`config.mk`:
```
export PLATFORM = sky130hd
export DESIGN_NAME = sobel_ram
export DESIGN_NICKNAME = d
export VERILOG_FILES = /design/src/rtl/core/sobel_ram.sv
export SDC_FILE = /design/constraint.sdc
export NUM_CORES = 2
export LEC_CHECK = 0
export BUFFER_PORTS_ARGS = -buffer_cell sky130_fd_sc_hd__buf_4
export CELL_PAD_IN_SITES_DETAIL_PLACEMENT = 1
export CELL_PAD_IN_SITES_GLOBAL_PLACEMENT = 1
export CORE_MARGIN = 1.5
export CORE_UTILIZATION = 25
export DETAILED_ROUTE_END_ITERATION = 10
export HOLD_SLACK_MARGIN = 0.02
export PLACE_DENSITY = 0.5
export SYNTH_ARGS = -nofsm -noshare
export SYNTH_HDL_FRONTEND = slang
export SYNTH_SLANG_ARGS = --single-unit
```
`constraint.sdc`:
```
create_clock -name i_clk -period 3.8 [get_ports i_clk]
set_input_delay 0.19 -clock i_clk [delete_from_list [all_inputs] [get_ports i_clk]]
set_output_delay 0.19 -clock i_clk [all_outputs]
set_load 0.03 [all_outputs]
```
`src/rtl/core/sobel_ram.sv`:
```
// ----------------------------------------------------------------------------
// sobel_ram
// Generic single-write, single-read RAM with a registered read port.
// ----------------------------------------------------------------------------
module sobel_ram #(
    parameter int WIDTH = 16,
    parameter int DEPTH = 256
) (
    input  logic                     i_clk,
    input  logic                     i_we,
    input  logic [$clog2(DEPTH)-1:0] i_waddr,
    input  logic [WIDTH-1:0]         i_wdata,
    input  logic [$clog2(DEPTH)-1:0] i_raddr,
    output logic [WIDTH-1:0]         o_rdata
);

    logic [WIDTH-1:0] r_mem [DEPTH];
    logic [WIDTH-1:0] r_rdata;

    always_ff @(posedge i_clk) begin
        if (i_we) begin
            r_mem[i_waddr] <= i_wdata;
        end
        r_rdata <= r_mem[i_raddr];
    end

    assign o_rdata = r_rdata;

endmodule

```
## Word level (Yosys, flattened, before mapping)

Memory sizes are Yosys's and may differ from the RTL's. A register that Yosys moved wholly into a read port is not among the register bits.
Cells that the tools add are included.

- $mul: 0
- $add $sub $neg: 0
- Shift operators: 0
- Magnitude comparators: 0
- Equal/unequal tests: 0
- Reductions and logical operators: 0
- Mux-type cells: 2
- Bitwise logic cells: 0
- Divide/modulo/power cells: 0

Operator list:

| cell | number |
|---|---|
| 1-bit 2-to-1 mux | 2 |

- Output and inout port bits: 16
- Bits in latches: 0
- Memories kept: 1
- Bits in read-only memories: 0
- Register bits: 0
- Memory bits (writable): 4,096
- Logic and storage cells: 3
- Bits of input ports: 34

Memories:

| name | depth | width | rd ports | clocked after Yosys merged registers in | write ports | RTL line | text |
|---|---|---|---|---|---|---|---|
| r_mem | 256 | 16 | 1 | 1 | 1 | 17 | `logic [WIDTH-1:0] r_mem [DEPTH];` |

## Longest topological paths before layout

- Depth in word-level cells: 2
- Gate-level depth with buffers: 12
- Gate-level depth less buffers: 6

## Worst setup path before layout

OpenSTA, ideal clock, no wires.

- Path kind: input to register
- Start point: in i_waddr[3]
- End point: mem r_mem[235][0], enable pin
- Setup slack: 1.445 ns
- Stages: 6
- Required time: 3.412 ns
- Library setup time: 0.388 ns
- Buffers on the path: 3
- Arrival time: 1.967 ns
- Path through: clkbuf_1 > nor2b_1 > clkbuf_1 > nand4_1 > clkbuf_1 > nor2_1

RTL lines:

| element | RTL line | text |
|---|---|---|
| from (decl) | 11 | `input logic [$clog2(DEPTH)-1:0] i_waddr,` |
| to (decl) | 17 |  |

Straight into the memory's write port.

==> results by group <==
Floorplan
  – Core box area: 632400 um2
  – Initial Util: 0.2510
  – Top Ports: 50
  – Row cnt: 292
  – Die H: 799.8 um
  – Die X: 799.8 um
  – Die area: 639600 um2

Finish
  – Post-Route Utilization: 0.2975
  – Area growth syn-to-layout: 18.54%
  – Final nets: 8178
  – Share of post-route cells with drive strength above 1: 0.2850

Clock network
  – Bufs on Longest Clock Path: 4
  – Worst skew pair latency: 1020 ps
  – H-Tree Depth: 5
  – Clock sinks: 4112
  – Root Driver: clkbuf_16
  – # Post-CTS Setup Buffers: 0
  – Clk slew on worst S/H paths: 60 ps
  – CTS tree: yes
  – Number of CTS-inserted buffers: 427

Global route
  – Largest net degree at the start of global routing: 108
  – Global-route wire length before repair: 693000 um
  – Initial antenna violation count: 50
  – Congestion Overflow GR: 0
  – Vias in the first global route: 84030
  – Total global-route track usage: 0.1522

Power
  – Pwr Total: 96.69 mW
  – VDD IR-drop max: 0.3655 mV
  – Power Density: 513.9 nW/um2
  – Pleak: 58.74 nW

STA
  – Period utilisation layout: 0.8668
  – Final hold vios: 0
  – Slew headroom: 0.2144
  – Final Critical Period: 3294 ps
  – F_max: 303.6 MHz
  – Setup TNS: 0 ps
  – Slew Viols, Final: 0
  – RSZ-0062 raised after global routing: false
  – Clk_skew: 73.90 ps
  – Worst-case hold slack: 106.8 ps
  – Slew @ Worst Pin: 1178 ps
  – Final setup violating endpoints: 0
  – Final WS setup: 506.1 ps

Logic synthesis
  – Warnings from Yosys: 0
  – FF+latch count, synth: 4112
  – Syn Nets: 7394
  – Ys flop type: edfxtp_1
  – Synth async-reset ratio: 0
  – Syn Inst Count: 7360
  – Avg Inst Size Synth: 21.56 um2
  – Post-synthesis sequential area ratio: 0.7770
  – Post-synth EDFFs: 4096
  – Post-Syn Area: 158700 um2
  – Yosys cell types: 52

Route
  – Post-route ant nets: 0
  – Via count: 80200
  – DRT Pass-1 Iters: 6
  – Initial DRC count: 8255
  – Post-Route WL: 499500 um
  – DRC: 0
  – DR WL/cell: 29.56 um
  – Vias per Instance: 4.746

Place
  – Final estimated routing congestion in global placement: 0.7937
  – Hpwl dp: 313500 um
  – Number of port buffers: 49
  – Pre-CTS WS: -396.4 ps

Status
  – Status: finished clean

Flow run
  – Max Cap Viol: 0

Critical path
  – CP Capture Type: flop
  – Crit Path Max Fanout: 16
  – Crit path kind: primary input to flop
  – Worst path required time: 4650 ps
  – Worst EP arrival: 4150 ps
  – Startpoint Class: primary input

Hold path
  – Min-Delay Path Class: primary input to flop
stage by stage:
step,std cells,area (um2)
CTS,16880,188100
global placement,16070,174300
detailed placement,16070,174300
floorplan,7360,158700
global route,16880,188100
finish,16900,188100
state kept, by name, indices dropped and copies added, names as in the netlist:
signal and flops:
o_rdata 16, r_mem 4096
synthesized netlist by cell type (16+ instances only):
library cell | instances | area [um2]
dfxtp_1 | 16 | 320.3
o32ai_1 | 20 | 175.2
buf_2 | 76 | 380.4
mux4_2 | 797 | 17950
a22oi_1 | 43 | 322.8
o21ai_0 | 37 | 185.2
mux2_2 | 88 | 991.0
nor2_1 | 304 | 1141
nor3_1 | 92 | 460.4
a22o_1 | 32 | 280.3
a21oi_1 | 175 | 875.8
o221ai_1 | 252 | 2207
a211oi_1 | 18 | 135.1
nand4_1 | 26 | 162.7
buf_1 | 27 | 101.4
clkbuf_1 | 230 | 863.3
edfxtp_1 | 4096 | 123000
buf_6 | 77 | 867.1
buf_4 | 26 | 195.2
nor4_1 | 17 | 106.4
mux2i_1 | 565 | 5655
a221oi_1 | 28 | 245.2
o22ai_1 | 148 | 925.9
o31ai_1 | 16 | 120.1
nand3_1 | 35 | 175.2
nand2_1 | 38 | 142.6
layer usage:
metal,vias up,share of wire,global-route usage
met3,522,0.059,0.02307
met4,4,0.019,0.02992
li1,32930,-,-
met2,2515,0.48,0.2532
met1,44230,0.44,0.2121
met5,-,0.000052,0
placed cells by master, fill, tap and decap left out, types with 72 or more instances in the layout:
cell       count
edfxtp_1    4096
clkinv_1     112
clkbuf_16    433
mux2_2        88
o22ai_1      148
mux4_2       797
nor2_2       139
clkbuf_1      91
o221ai_1     252
buf_12        98
buf_4        665
nor3_1        90
nor2_1       164
a21oi_1      175
mux2i_1      565
clkinv_2      72
power by group:
group	switching (mW)	internal (mW)
clock	17.9	23.2
sequential	0.138	50.0
combinational	3.53	1.85
path summary, 6_finish.rpt:
check	from	slack (ps)	endpoint	depth (start not counted)
worst max-delay path	i_raddr[7]	510	o_rdata[14]	8
worst min-delay path	i_waddr[2]	110	r_mem[44][2]	4
worst max register to register	r_mem[23][13]	590	o_rdata[13]	6
worst min register to register	r_mem[218][9]	1110	o_rdata[9]	6
cells by family (layout without fill, tap and decap cells):
logic type	Yosys count	count (layout)	synth area share
muxes	1450	1450	0.1550
and+or+nand+nor	556	556	0.01574
other	0	23	0
DFF	4112	4112	0.7770
AOI/OAI and AO/OA	786	786	0.03537
buffers and inverters	456	1593	0.01693
worst max-delay path, stage by stage:
cell           delay (ps)
dlygate4sd3_1         660
buf_4                 520
nand4b_1              760
a2111oi_0            1170
buf_4                 230
a21oi_1                80
nand4_1               380
nor4_1                100
layout make-up:
type                            count  area (um2)
Fill cell                       63730      444300
Sequential cell                  4112      123300
Multi-Input combinational cell   2792       33200
Clock buffer                      533       11300
Tap cell                         8379       10480
Timing Repair Buffer              807        7521
Clock inverter                    249        2238
Antenna cell                       23       57.56
Inverter                            4       27.53
what timing repair did:
action / CTS / global route
endpoints found under the hold margin: 2097 / 0
hold buffers: 22 / 0
gates resized for setup: 0 / 0
Power figures use the tool's default switching activity.
