===== config.mk =====
export PLATFORM = sky130hd
export DESIGN_NAME = sobel_sqrt_cell
export DESIGN_NICKNAME = d
export VERILOG_FILES = /design/src/rtl/core/sobel_pkg.sv /design/src/rtl/core/sobel_sqrt_cell.sv
export SDC_FILE = /design/constraint.sdc
export NUM_CORES = 1
export LEC_CHECK = 0
export ABC_AREA = 1
export ABC_CLOCK_PERIOD_IN_PS = 1940
export BUFFER_PORTS_ARGS = -buffer_cell sky130_fd_sc_hd__buf_2
export CAP_MARGIN = 10
export CORE_MARGIN = 1.5
export CORE_UTILIZATION = 51
export DETAILED_ROUTE_END_ITERATION = 10
export GPL_TIMING_DRIVEN = 0
export PLACE_DENSITY_LB_ADDON = 0.08
export SETUP_SLACK_MARGIN = 0.05
export SYNTH_ARGS = -nofsm -noshare
export SYNTH_HDL_FRONTEND = slang
export SYNTH_SLANG_ARGS = --single-unit

===== constraint.sdc =====
create_clock -name i_clk -period 1.94 [get_ports i_clk]
set_input_delay 0.194 -clock i_clk [delete_from_list [all_inputs] [get_ports i_clk]]
set_output_delay 0.194 -clock i_clk [all_outputs]
set_load 0.02 [all_outputs]

===== src/rtl/core/sobel_pkg.sv =====
// ----------------------------------------------------------------------------
// sobel_pkg
// Shared types and constants of the Sobel edge block: beat layouts,
// configuration register indexes and the root chain state.
// ----------------------------------------------------------------------------
package sobel_pkg;

    localparam int CFG_DATA_W = 9;
    localparam int CFG_IDX_W  = 2;

    typedef enum logic [CFG_IDX_W-1:0] {
        CFG_LINE_WIDTH     = 2'd0,
        CFG_FRAME_HEIGHT   = 2'd1,
        CFG_LOW_THRESHOLD  = 2'd2,
        CFG_HIGH_THRESHOLD = 2'd3
    } t_cfg_idx;

    localparam logic [8:0] RST_LINE_WIDTH     = 9'd184;
    localparam logic [8:0] RST_FRAME_HEIGHT   = 9'd120;
    localparam logic [7:0] RST_LOW_THRESHOLD  = 8'd150;
    localparam logic [7:0] RST_HIGH_THRESHOLD = 8'd200;
    localparam logic [7:0] EDGE_SAT           = 8'd255;
    localparam logic [7:0] EDGE_ZERO          = 8'd0;

    // Root chain: a 16-bit radicand needs eight two-bit steps.
    localparam int SQRT_W     = 16;
    localparam int SQRT_STEPS = 8;

    typedef struct packed {
        logic [7:0] pixel;
        logic       frame_start;
    } t_in_beat;

    typedef struct packed {
        logic [7:0] edge_res;
        logic [7:0] out_col;
        logic [7:0] out_row;
        logic       last;
    } t_out_beat;

    typedef struct packed {
        logic              valid;
        logic [SQRT_W-1:0] rem;
        logic [SQRT_W-1:0] root;
    } t_sqrt_state;

endpackage


===== src/rtl/core/sobel_sqrt_cell.sv =====
// ----------------------------------------------------------------------------
// sobel_sqrt_cell
// One step of the digit-by-digit integer square root. Cells are chained;
// each takes remainder and partial root from its left neighbour every cycle.
// ----------------------------------------------------------------------------
module sobel_sqrt_cell #(
    parameter int STEP = 0
) (
    input  logic                   i_clk,
    input  logic                   i_rst_n,
    input  sobel_pkg::t_sqrt_state i_cur,
    output sobel_pkg::t_sqrt_state o_nxt
);

    import sobel_pkg::*;

    // Trial bit for this step: 4^(7-STEP).
    localparam logic [SQRT_W-1:0] TRIAL = SQRT_W'(1) << (SQRT_W - 2 - 2 * STEP);

    logic [SQRT_W:0]   trial_sum;
    logic              fits;
    t_sqrt_state       n_st;
    t_sqrt_state       r_st;

    always_comb begin
        trial_sum = {1'b0, i_cur.root} + {1'b0, TRIAL};
        fits      = {1'b0, i_cur.rem} >= trial_sum;
        n_st.valid = i_cur.valid;
        if (fits) begin
            n_st.rem  = i_cur.rem - trial_sum[SQRT_W-1:0];
            n_st.root = (i_cur.root >> 1) + TRIAL;
        end else begin
            n_st.rem  = i_cur.rem;
            n_st.root = i_cur.root >> 1;
        end
    end

    always_ff @(posedge i_clk) begin
        if (!i_rst_n) begin
            r_st.valid <= 1'b0;
        end else begin
            r_st.valid <= n_st.valid;
        end
        r_st.rem  <= n_st.rem;
        r_st.root <= n_st.root;
    end

    assign o_nxt = r_st;

endmodule


After elaboration in Yosys (flattened, before gate mapping) --
Cells that the tools add are included.
Storage, ports and cells: bits in latches 0, register bits 33, input bits 35, memories 0, RAM bits 0, output and inout port bits 33, memory bits (read-only) 0, word-level logic and storage cells 9
Operators by class: eq/ne operators 0, reduce and logical (&&, ||, !) cells 0, divide/modulo/power cells 0, multipliers 0, mux-type cells 1, order comparisons 1, add/subtract/negate cells 3, shifts and indexed selects 0, bitwise operators 0
Operator list (number):
- $mux W32 | 1
- $add A16 B15 Y17 const B | 1
- $ge A16 B17 Y1 | 1
- $add A15 B15 Y16 const B | 1
- $sub A16 B16 Y16 | 1

Longest topological paths before layout --
depth after elaboration 3, mapped depth 13, depth with buffers taken out 13

Worst setup path before layout --
No wires, ideal clock.
kind input to register, start point input i_cur[14] in the netlist's numbering, end point register r_st (netlist bit o_nxt[19]), required time 1828 ps, setup time 112 ps, path buffers 1, setup slack 225 ps, arrival time 1603 ps, stages on the path 10, cell sequence ha_1 inv_1 ha_1 nand2_1 o21ai_0 nor2_4 nand2_8 buf_8 nand2_1 nand2_1
RTL lines:
- start, declared | line sobel_sqrt_cell.sv:11 | input sobel_pkg::t_sqrt_state i_cur,
- end, declared | line sobel_sqrt_cell.sv:23 | t_sqrt_state r_st;

==> impl_metrics.json <==
{
  "ys_warn_count": 0,
  "design.core.area_um2": 3771,
  "start_util_pct": 54.74,
  "hold_viol_final": 0,
  "cp-startpoint": "i_cur[15]",
  "htree_levels": 2,
  "crit_path_frequent_cell": "nand2_1",
  "fmax_mhz": 558.3,
  "num_vias": 2016,
  "ys_seq_area_share_pct": 32.00,
  "p_sw_mw": 0.7099,
  "hold_path_class": "input port to register",
  "die_w_um": 66.63,
  "die_h_um": 66.63,
  "dpl.hpwl_um": 3817,
  "clock_path_buffers": 2,
  "grt_max_degree": 11,
  "drc": 0,
  "final_nets": 431,
  "synth_top_area_share_pct": 32.00,
  "area_growth_pct": 24.06,
  "cts_resized": 0,
  "n_fill_cell": 344,
  "min_from": "i_cur[3]",
  "crit_fanout": 10,
  "seqPwrFrac_pct": 38.2,
  "drive_above_1_share_pct": 24.80,
  "swShare_pct": 34.77,
  "die_area_um2": 4439,
  "p_leak_nw": 1.549,
  "ios": 68,
  "fp-row-count": 22,
  "syn-cell-area_um2": 2064,
  "crit_path_start_kind": "input port",
  "fin_crit_ns": 1.791,
  "tightestPinTransition_ns": 0.3186,
  "grt_pass1_vias": 1749,
  "critPathSlowestCell": "ha_1",
  "synth_nets": 357,
  "cp_cell_sequence": "buf_2 > ha_1 > inv_1 > ha_1 > nand2_1 > o21ai_0 > nor2_4 > nand2_8 > buf_8 > nand2_1 > nand2_1",
  "criticalPathCategory": "input port to register",
  "diodes": 0,
  "pwr_density_cell_nw_per_um2": 797.0,
  "hold_path_depth": 1,
  "critPathCaptureType": "register",
  "outcome": "completed",
  "rsz0062_at_grt": "false",
  "post-cts-setup-buffers": 0,
  "hold_buffers": 0,
  "multi_input_area_um2": 1145,
  "register_area_um2": 660.6,
  "maxSlewViolCount": 0,
  "grt_usage_pct": 23.76,
  "whs_endpoint": "o_nxt[2]$_DFF_P_",
  "postLayoutCellArea_um2": 2561,
  "avgSynthCellArea_um2": 6.791,
  "clk_pin_slew_ns": 0.07,
  "synthTopCellsByArea": "dfxtp_1 (32%), nand2_1 (19%), inv_1 (11%)",
  "clock-sinks": 33,
  "fin_ws_ns": 0.1487,
  "fin_crit_sh_pct": 92.33,
  "synth_area_leader_cell": "dfxtp_1",
  "cts_buffers": 5,
  "drv_cap": 0,
  "cts_root_buf": "clkbuf_8",
  "placement.io_buffers": 67,
  "placed_cells": 419,
  "grt_first_pass_wirelength_um": 7734,
  "syn_inst": 304,
  "combinationalPowerShare_pct": 34.0,
  "vias_per_cell": 4.721,
  "instances_no_fill": 427,
  "gp_congestion": 0.9205,
  "worstPathArrival_ns": 1.97,
  "slowest_delay_ns": 0.31,
  "cts_tree": "yes",
  "final_core_util_pct": 67.92,
  "slew_headroom_pct": 78.53,
  "firstDrtPassIters": 4,
  "post-place-ws_ns": -0.1406,
  "initialDrtViolationCount": 75,
  "ys_types": 28,
  "p_int_mw": 1.332,
  "antenna_found_initial": 0,
  "globalRoute.totalOverflow": 0,
  "placed_cell_area_um2": 2460,
  "synth-seq-cells": 33,
  "ant_nets": 0,
  "power_frac_clock_pct": 27.8,
  "peakVddDrop_v": 0.0004180,
  "setup_violations": 0,
  "wl_per_cell_um": 11.33,
  "required_ns": 2.12,
  "largest_reg_flops": 33,
  "drt-total-wl_um": 4840
}
[per-layer routing]
layer  track usage, %  wire length, um  vias to the layer above
li1                 -                -                     1085
met1            31.77             2288                      855
met2            37.88             2165                       66
met3            4.899              285                       10
met4            8.163              100                        0
met5                0                0                        -
[cell families (layout without fill, tap and decap cells)]
family	after synthesis	count (layout)	share of synthesized area [%]
AOI/OAI and AO/OA	14	14	3.576
xor gates and xnor gates	6	6	2.545
adders and majority gates	18	18	11.27
buffers and inverters	63	138	12.55
DFF	33	33	32.00
and+or+nand+nor	170	170	38.06
[worst max path at each step]
stage,to,slack [ns]
2_1_floorplan,o_nxt[19]$_DFF_P_,0.22
3_3_place_gp,o_nxt[28]$_DFF_P_,-0.14
3_5_place_dp,o_nxt[20]$_DFF_P_,-0.14
4_1_cts,o_nxt[20]$_DFF_P_,0.16
5_1_grt,o_nxt[29]$_DFF_P_,0.06
6_report,o_nxt[20]$_DFF_P_,0.15
[power by group through the flow]
stage / clock (mW) / combinational [mW] / sequential (mW)
after global placement: 0 / 0.686 / 0.793
after CTS: 0.583 / 0.695 / 0.780
after detailed placement: 0 / 0.691 / 0.794
final: 0.567 / 0.695 / 0.779
after global routing: 0.612 / 0.775 / 0.787
after floorplan: 0 / 0.368 / 0.912
[critical path, delay by kind of cell]
kind / cells / cell delay [ns]
AO/OA/AOI/OAI: 1 / 0.15
adder cells (fa/ha/maj): 2 / 0.58
buffers and inverters: 3 / 0.35
AND/OR/NAND/NOR: 5 / 0.69
[layout make-up]
| class | count | area share (%) |
|---|---|---|
| buffer | 3 | 1.319 |
| clock buffer | 7 | 3.762 |
| clock inverter | 1 | 0.1954 |
| inverter | 60 | 8.793 |
| multi-input combinational | 208 | 44.70 |
| sequential | 33 | 25.79 |
| tap | 48 | 2.345 |
| timing repair buffer | 67 | 13.09 |
[cell usage after synthesis]
library cell	number
a21oi_1	10
and2_1	1
buf_4	1
buf_6	1
buf_8	1
dfxtp_1	33
fa_1	1
ha_1	17
inv_1	59
inv_2	1
nand2_1	105
nand2_2	2
nand2_4	1
nand2_8	1
nand3_1	29
nand3_2	5
nand3b_1	4
nand4_1	4
nor2_1	11
nor2_2	2
nor2_4	1
nor3_1	2
nor3_2	1
o21ai_0	3
o21ai_2	1
or2_2	1
xnor2_1	1
xor2_1	5
[metrics by stage]
stage                     hold WS [ns]  setup TNS, ns  total power, mW
after floorplan                 0.2217              0            1.280
after CTS                      0.01568              0            2.057
after global placement          0.3102         -1.579            1.479
after detailed placement        0.3125         -1.580            1.485
final                          0.02424              0            2.041
after global routing           0.01643              0            2.174
[cell usage in the layout (no fill, tap or decap), types with 5 or more instances in the layout]
master	count
nor2_1	11
a21oi_1	10
xor2_1	5
clkbuf_8	7
nand3_1	29
buf_2	67
ha_1	17
dfxtp_1	33
inv_1	59
nand3_2	5
nand2_1	105
Note: power is estimated with default switching activity, not from simulation.
